## src/rtl/core/bfcfs_pkg.sv

```systemverilog
// shared types, codes and helpers for the backface cull and flat shade block
package bfcfs_pkg;

  localparam int IN_W  = 176;
  localparam int OUT_W = 136;

  // configuration register indexes
  localparam logic [2:0] CFG_CAMERA_X   = 3'd0;
  localparam logic [2:0] CFG_CAMERA_Y   = 3'd1;
  localparam logic [2:0] CFG_CAMERA_Z   = 3'd2;
  localparam logic [2:0] CFG_REFL_RED   = 3'd3;
  localparam logic [2:0] CFG_REFL_GREEN = 3'd4;
  localparam logic [2:0] CFG_REFL_BLUE  = 3'd5;
  localparam logic [2:0] CFG_LIGHT_CNT  = 3'd6;

  localparam logic [15:0] REFL_ONE = 16'd16384;
  localparam logic [7:0]  CH_MAX   = 8'd255;

  // last step index of each multi-cycle phase
  localparam logic [5:0] NORM_LAST  = 6'd5;
  localparam logic [5:0] CULL_LAST  = 6'd2;
  localparam logic [5:0] SQ_LAST    = 6'd2;
  localparam logic [5:0] SQRT_LAST  = 6'd31;
  localparam logic [5:0] DIV_LAST   = 6'd46;
  localparam logic [5:0] LIGHT_LAST = 6'd12;
  localparam logic [1:0] COMP_LAST  = 2'd2;

  typedef enum logic [3:0] {
    OP_IDLE, OP_CAPTURE, OP_NORM, OP_CULL, OP_MAG, OP_RED, OP_SQ,
    OP_SQRT, OP_DIV, OP_STORE, OP_LIGHT, OP_OUT
  } op_t;

  typedef struct packed {
    op_t        op;
    logic [5:0] idx;
    logic [1:0] sel;
  } cmd_t;

  typedef struct packed {
    logic is_load;
    logic red_more;
    logic no_lights;
    logic last_light;
    logic out_free;
  } stat_t;

  // Q.44 channel sum to 0..255
  function automatic logic [7:0] sat_ch(input logic signed [61:0] s);
    logic [7:0] r;
    if (s < 0) begin
      r = 8'd0;
    end else if (s[61:44] > 18'(CH_MAX)) begin
      r = CH_MAX;
    end else begin
      r = s[51:44];
    end
    return r;
  endfunction

endpackage

```

## src/rtl/core/bfcfs_ctrl.sv

```systemverilog
// sequencer that steps the datapath through load and shade work
module bfcfs_ctrl (
  input  logic              clk,
  input  logic              rst,
  input  logic              in_valid,
  output logic              in_ready,
  input  bfcfs_pkg::stat_t  stat,
  output bfcfs_pkg::cmd_t   cmd
);

  typedef enum logic [11:0] {
    S_IDLE  = 12'b0000_0000_0001,
    S_START = 12'b0000_0000_0010,
    S_NORM  = 12'b0000_0000_0100,
    S_CULL  = 12'b0000_0000_1000,
    S_MAG   = 12'b0000_0001_0000,
    S_RED   = 12'b0000_0010_0000,
    S_SQ    = 12'b0000_0100_0000,
    S_SQRT  = 12'b0000_1000_0000,
    S_DIV   = 12'b0001_0000_0000,
    S_STORE = 12'b0010_0000_0000,
    S_LIGHT = 12'b0100_0000_0000,
    S_DONE  = 12'b1000_0000_0000
  } state_t;

  state_t     state, state_next;
  logic [5:0] idx, idx_next;
  logic [1:0] sel, sel_next;

  always_ff @(posedge clk) begin
    if (rst) begin
      state <= S_IDLE;
      idx   <= '0;
      sel   <= '0;
    end else begin
      state <= state_next;
      idx   <= idx_next;
      sel   <= sel_next;
    end
  end

  always_comb begin
    state_next = state;
    idx_next   = idx + 6'd1;
    sel_next   = sel;
    in_ready   = 1'b0;
    cmd.op     = bfcfs_pkg::OP_IDLE;
    cmd.idx    = idx;
    cmd.sel    = sel;
    case (state)
      S_IDLE: begin
        in_ready = 1'b1;
        idx_next = '0;
        sel_next = '0;
        if (in_valid) begin
          cmd.op     = bfcfs_pkg::OP_CAPTURE;
          state_next = S_START;
        end
      end
      S_START: begin
        idx_next   = '0;
        state_next = stat.is_load ? S_SQ : S_NORM;
      end
      S_NORM: begin
        cmd.op = bfcfs_pkg::OP_NORM;
        if (idx == bfcfs_pkg::NORM_LAST) begin
          idx_next   = '0;
          state_next = S_CULL;
        end
      end
      S_CULL: begin
        cmd.op = bfcfs_pkg::OP_CULL;
        if (idx == bfcfs_pkg::CULL_LAST) begin
          state_next = S_MAG;
        end
      end
      S_MAG: begin
        cmd.op     = bfcfs_pkg::OP_MAG;
        state_next = S_RED;
      end
      S_RED: begin
        idx_next = '0;
        if (stat.red_more) begin
          cmd.op = bfcfs_pkg::OP_RED;
        end else begin
          state_next = S_SQ;
        end
      end
      S_SQ: begin
        cmd.op = bfcfs_pkg::OP_SQ;
        if (idx == bfcfs_pkg::SQ_LAST) begin
          idx_next   = '0;
          state_next = S_SQRT;
        end
      end
      S_SQRT: begin
        cmd.op = bfcfs_pkg::OP_SQRT;
        if (idx == bfcfs_pkg::SQRT_LAST) begin
          idx_next   = '0;
          sel_next   = '0;
          state_next = S_DIV;
        end
      end
      S_DIV: begin
        cmd.op = bfcfs_pkg::OP_DIV;
        if (idx == bfcfs_pkg::DIV_LAST) begin
          idx_next = '0;
          sel_next = sel + 2'd1;
          if (sel == bfcfs_pkg::COMP_LAST) begin
            if (stat.is_load) begin
              state_next = S_STORE;
            end else if (stat.no_lights) begin
              state_next = S_DONE;
            end else begin
              state_next = S_LIGHT;
            end
          end
        end
      end
      S_STORE: begin
        cmd.op     = bfcfs_pkg::OP_STORE;
        state_next = S_IDLE;
      end
      S_LIGHT: begin
        cmd.op = bfcfs_pkg::OP_LIGHT;
        if (idx == bfcfs_pkg::LIGHT_LAST) begin
          idx_next = '0;
          if (stat.last_light) begin
            state_next = S_DONE;
          end
        end
      end
      S_DONE: begin
        if (stat.out_free) begin
          cmd.op     = bfcfs_pkg::OP_OUT;
          state_next = S_IDLE;
        end
      end
      default: begin
        state_next = S_IDLE;
      end
    endcase
  end

  // a word is only taken with no other work in flight
  assert property (@(posedge clk) disable iff (rst)
    (in_ready && in_valid) |=> (state == S_START))
    else $error("capture did not start a job");

  assert property (@(posedge clk) disable iff (rst)
    (state == S_DIV && idx == bfcfs_pkg::DIV_LAST && sel == bfcfs_pkg::COMP_LAST &&
     stat.is_load) |=> (state == S_STORE))
    else $error("light load skipped the table write");

  assert property (@(posedge clk) disable iff (rst)
    (state == S_DONE && stat.out_free) |=> (state == S_IDLE))
    else $error("result hand-off did not return to idle");

endmodule

```

## config.mk

```make
export PLATFORM = sky130hd
export DESIGN_NAME = bfcfs_ctrl
export DESIGN_NICKNAME = d
export VERILOG_FILES = /design/src/rtl/core/bfcfs_pkg.sv /design/src/rtl/core/bfcfs_ctrl.sv
export SDC_FILE = /design/constraint.sdc
export NUM_CORES = 1
export LEC_CHECK = 0
export BUFFER_PORTS_ARGS = -buffer_cell sky130_fd_sc_hd__buf_2
export CORE_MARGIN = 4
export CORE_UTILIZATION = 40
export CTS_CLUSTER_DIAMETER = 200
export DETAILED_ROUTE_END_ITERATION = 8
export GPL_TIMING_DRIVEN = 0
export PLACE_DENSITY_LB_ADDON = 0.3
export SYNTH_ARGS = -nofsm -noshare
export SYNTH_HDL_FRONTEND = slang
export SYNTH_SLANG_ARGS = --single-unit
```

## constraint.sdc

```tcl
create_clock -name clk -period 5.5 [get_ports clk]
set_clock_uncertainty 0.1 [all_clocks]
set_input_delay 1.1 -clock clk [delete_from_list [all_inputs] [get_ports clk]]
set_output_delay 1.1 -clock clk [all_outputs]
set_load 0.01 [all_outputs]
```

==> reports/results.ini <==
[critical_path]
crit_type = reg -> out
cpMostUsedCell = buf_2
crit_required_ns = 4.30
worstPathArrival_ns = 2.26
crit_chain = buf_2 -> nor4_2 -> nand4_1 -> o21ai_0 -> a211oi_1 -> nand2_1 -> buf_2
crit_path_top_delay_cell = nor4_2
critical-path-max-stage-delay_ns = 0.63
critPathLaunchType = flip-flop
timing.rr.end = sel[1]
rr_worst_depth = 7
endpoint_kind = output port
r2r_start = state[8]
regToRegSetupSlack_ns = 2.83
crit_fanout = 10

[synthesis]
synth_fp_nets = 197
synth_area_per_cell_um2 = 8.19
ys_ff_latch = 20
synth_edf_count = 0
synth_warnings = 0
syn-cell-area_um2 = 1510
synth_flop_cell = dfxtp_1
yosysSeqAreaShare_pct = 26.6
async_reset_ff_share_pct = 0
synth_cells = 184
synthDistinctLibCells = 53

[cts]
post_cts_buffers = 0
clock_sinks = 20
cts_buffers = 3
clk_latency_ns = 0.25
cts-htree-levels = 1
cts.clk_slew.worst_paths_ns = 0.07
holdBufCountCts = 0
cts_tree = built
clockRootBuffer = clkbuf_8
cts_resized = 0
clockBufferDepth = 2

[final_layout]
final_nets = 222
fillers = 382
fin_area_um2 = 1710
final_cell_mix = 26 x buf_2, 23 x nor2_1, 20 x dfxtp_1, 9 x a21oi_1
layout_commonest_cell = buf_2
n_antenna_cell = 0
drive_gt1_share_pct = 25.1
syn_to_final_growth_pct = 13.4

[run_status]
status = complete, no violations

[place]
hpwlAfterDp_um = 2840
placed_cell_area_um2 = 1670
gp_congestion = 0.866
portBuffers = 20

[sta]
rsz0062_at_grt = false
setup_viol_count_final = 0
max_freq_mhz = 289
hold_viol = 0
finalCritPeriodShare_pct = 62.9
worst_slew_pin_slew_ns = 0.723
tns_ns = 0
slew_violations = 0
period_needed_ns = 3.46
relSlewSlack_pct = 51.4

[drt]
drc = 0
initialDrtViolationCount = 111
totalWireLength_um = 3640
wl_per_cell_um = 14.3
ant_nets = 0
firstDrtPassIters = 4
vias_per_cell = 5.53
vias = 1409

[global_route]
grt_first_pass_wirelength_um = 5880
track_usage_pct = 14.7
grt_max_degree = 11
first_global_vias = 1224
overflow = 0
antenna_found_initial = 0

[die]
fp-row-count = 22
die_height_um = 69.4
fp.dieArea_um2 = 4810
start_util_pct = 41.1
die_w_um = 69.4
io_pins = 21
coreArea_um2 = 3660

[power_and_ir_drop]
p_per_area_nw_per_um2 = 256
peakVddDrop_uv = 132
power_leakage_nw = 0.710

[run]
maxCapViolations = 0

[min_path]
min-delay-start = sel[0]
hp-class = reg -> reg
hold_path_depth = 2
whs_endpoint = sel[0]

critical path: cells and delay by family, from the launching register on:
family	cells	cell delay, ns
compound gates	2	0.25
buf+inv	2	0.31
flops	1	0.30
simple gates	3	1.15
flip-flops by register name, summed over array words and instances, names as in the netlist:
register  count
sel           2
state        12
idx           6
per-layer routing:
metal | global-route usage [%] | wire (um) | share of wire, %
met1 | 20.7 | 1730 | 47
met2 | 23.3 | 1670 | 46
met3 | 1.74 | 206 | 5.7
met4 | 4.77 | 37 | 1.0
met5 | 0 | 0 | 0
synthesized netlist by cell type, drive strengths merged, types with 3 or more instances:
master | count | share of area, %
or4b | 4 | 2.7
nor4b | 3 | 1.7
nand4 | 8 | 3.7
nand3 | 6 | 2.3
or4 | 9 | 5.0
nor3 | 4 | 1.3
buf | 11 | 5.5
dfxtp | 20 | 27
nor3b | 4 | 2.7
nand2 | 8 | 2.0
inv | 8 | 2.0
xnor2 | 4 | 2.3
xor2 | 5 | 2.9
a21oi | 9 | 3.0
a211oi | 3 | 1.5
and2 | 4 | 1.7
or3 | 3 | 1.2
o21ai | 9 | 3.0
nor4 | 8 | 4.6
nor2 | 23 | 5.7
ha | 5 | 4.2
where the power goes:
group	internal [mW]	total (mW)	leakage, nW	switching (mW)
Clock	0.0487	0.0914	0.0216	0.0427
Combinational	0.0841	0.180	0.526	0.0963
Sequential	0.156	0.165	0.162	0.00994
per-stage QoR:
stage	hold slack, ns	setup slack [ns]	total power, mW	utilization, %	std cells
3_5_place_dp	0.378	2.32	0.349	45.5	252
2_1_floorplan	0.395	2.59	0.307	-	184
5_1_grt	0.428	1.91	0.467	46.7	255
6_report	0.397	2.04	0.437	46.7	255
3_3_place_gp	0.373	2.34	0.349	45.5	252
4_1_cts	0.395	2.07	0.442	46.7	255
final cells by class:
cell class	count	area [um2]	share of cell area, %
multi-input cells	144	990	57.9
clock buffers	3	41.3	2.42
plain buffers	12	86.3	5.05
repair buffers	20	100	5.86
flip-flops and latches	20	400	23.4
well taps	48	60.1	3.52
inverters	8	30.0	1.76
worst max-delay path by stage:
stage,from,endpoint,slack (ns),cells past startpoint
2_1_floorplan,stat[0],cmd[9],2.59,3
3_3_place_gp,stat[0],cmd[9],2.34,5
3_5_place_dp,stat[0],cmd[9],2.32,5
4_1_cts,state[6],cmd[9],2.07,6
5_1_grt,state[8],cmd[8],1.91,7
6_report,state[8],cmd[8],2.04,7
cell families after synthesis:
logic type	Yosys count	synth area share (%)
and+or+nand+nor	96	40.8
AOI/OAI and AO/OA	34	15.5
DFF	20	26.6
buffers and inverters	20	7.72
xor gates and xnor gates	9	5.23
adders and majority gates	5	4.15
(Power assumes the default switching activity.)
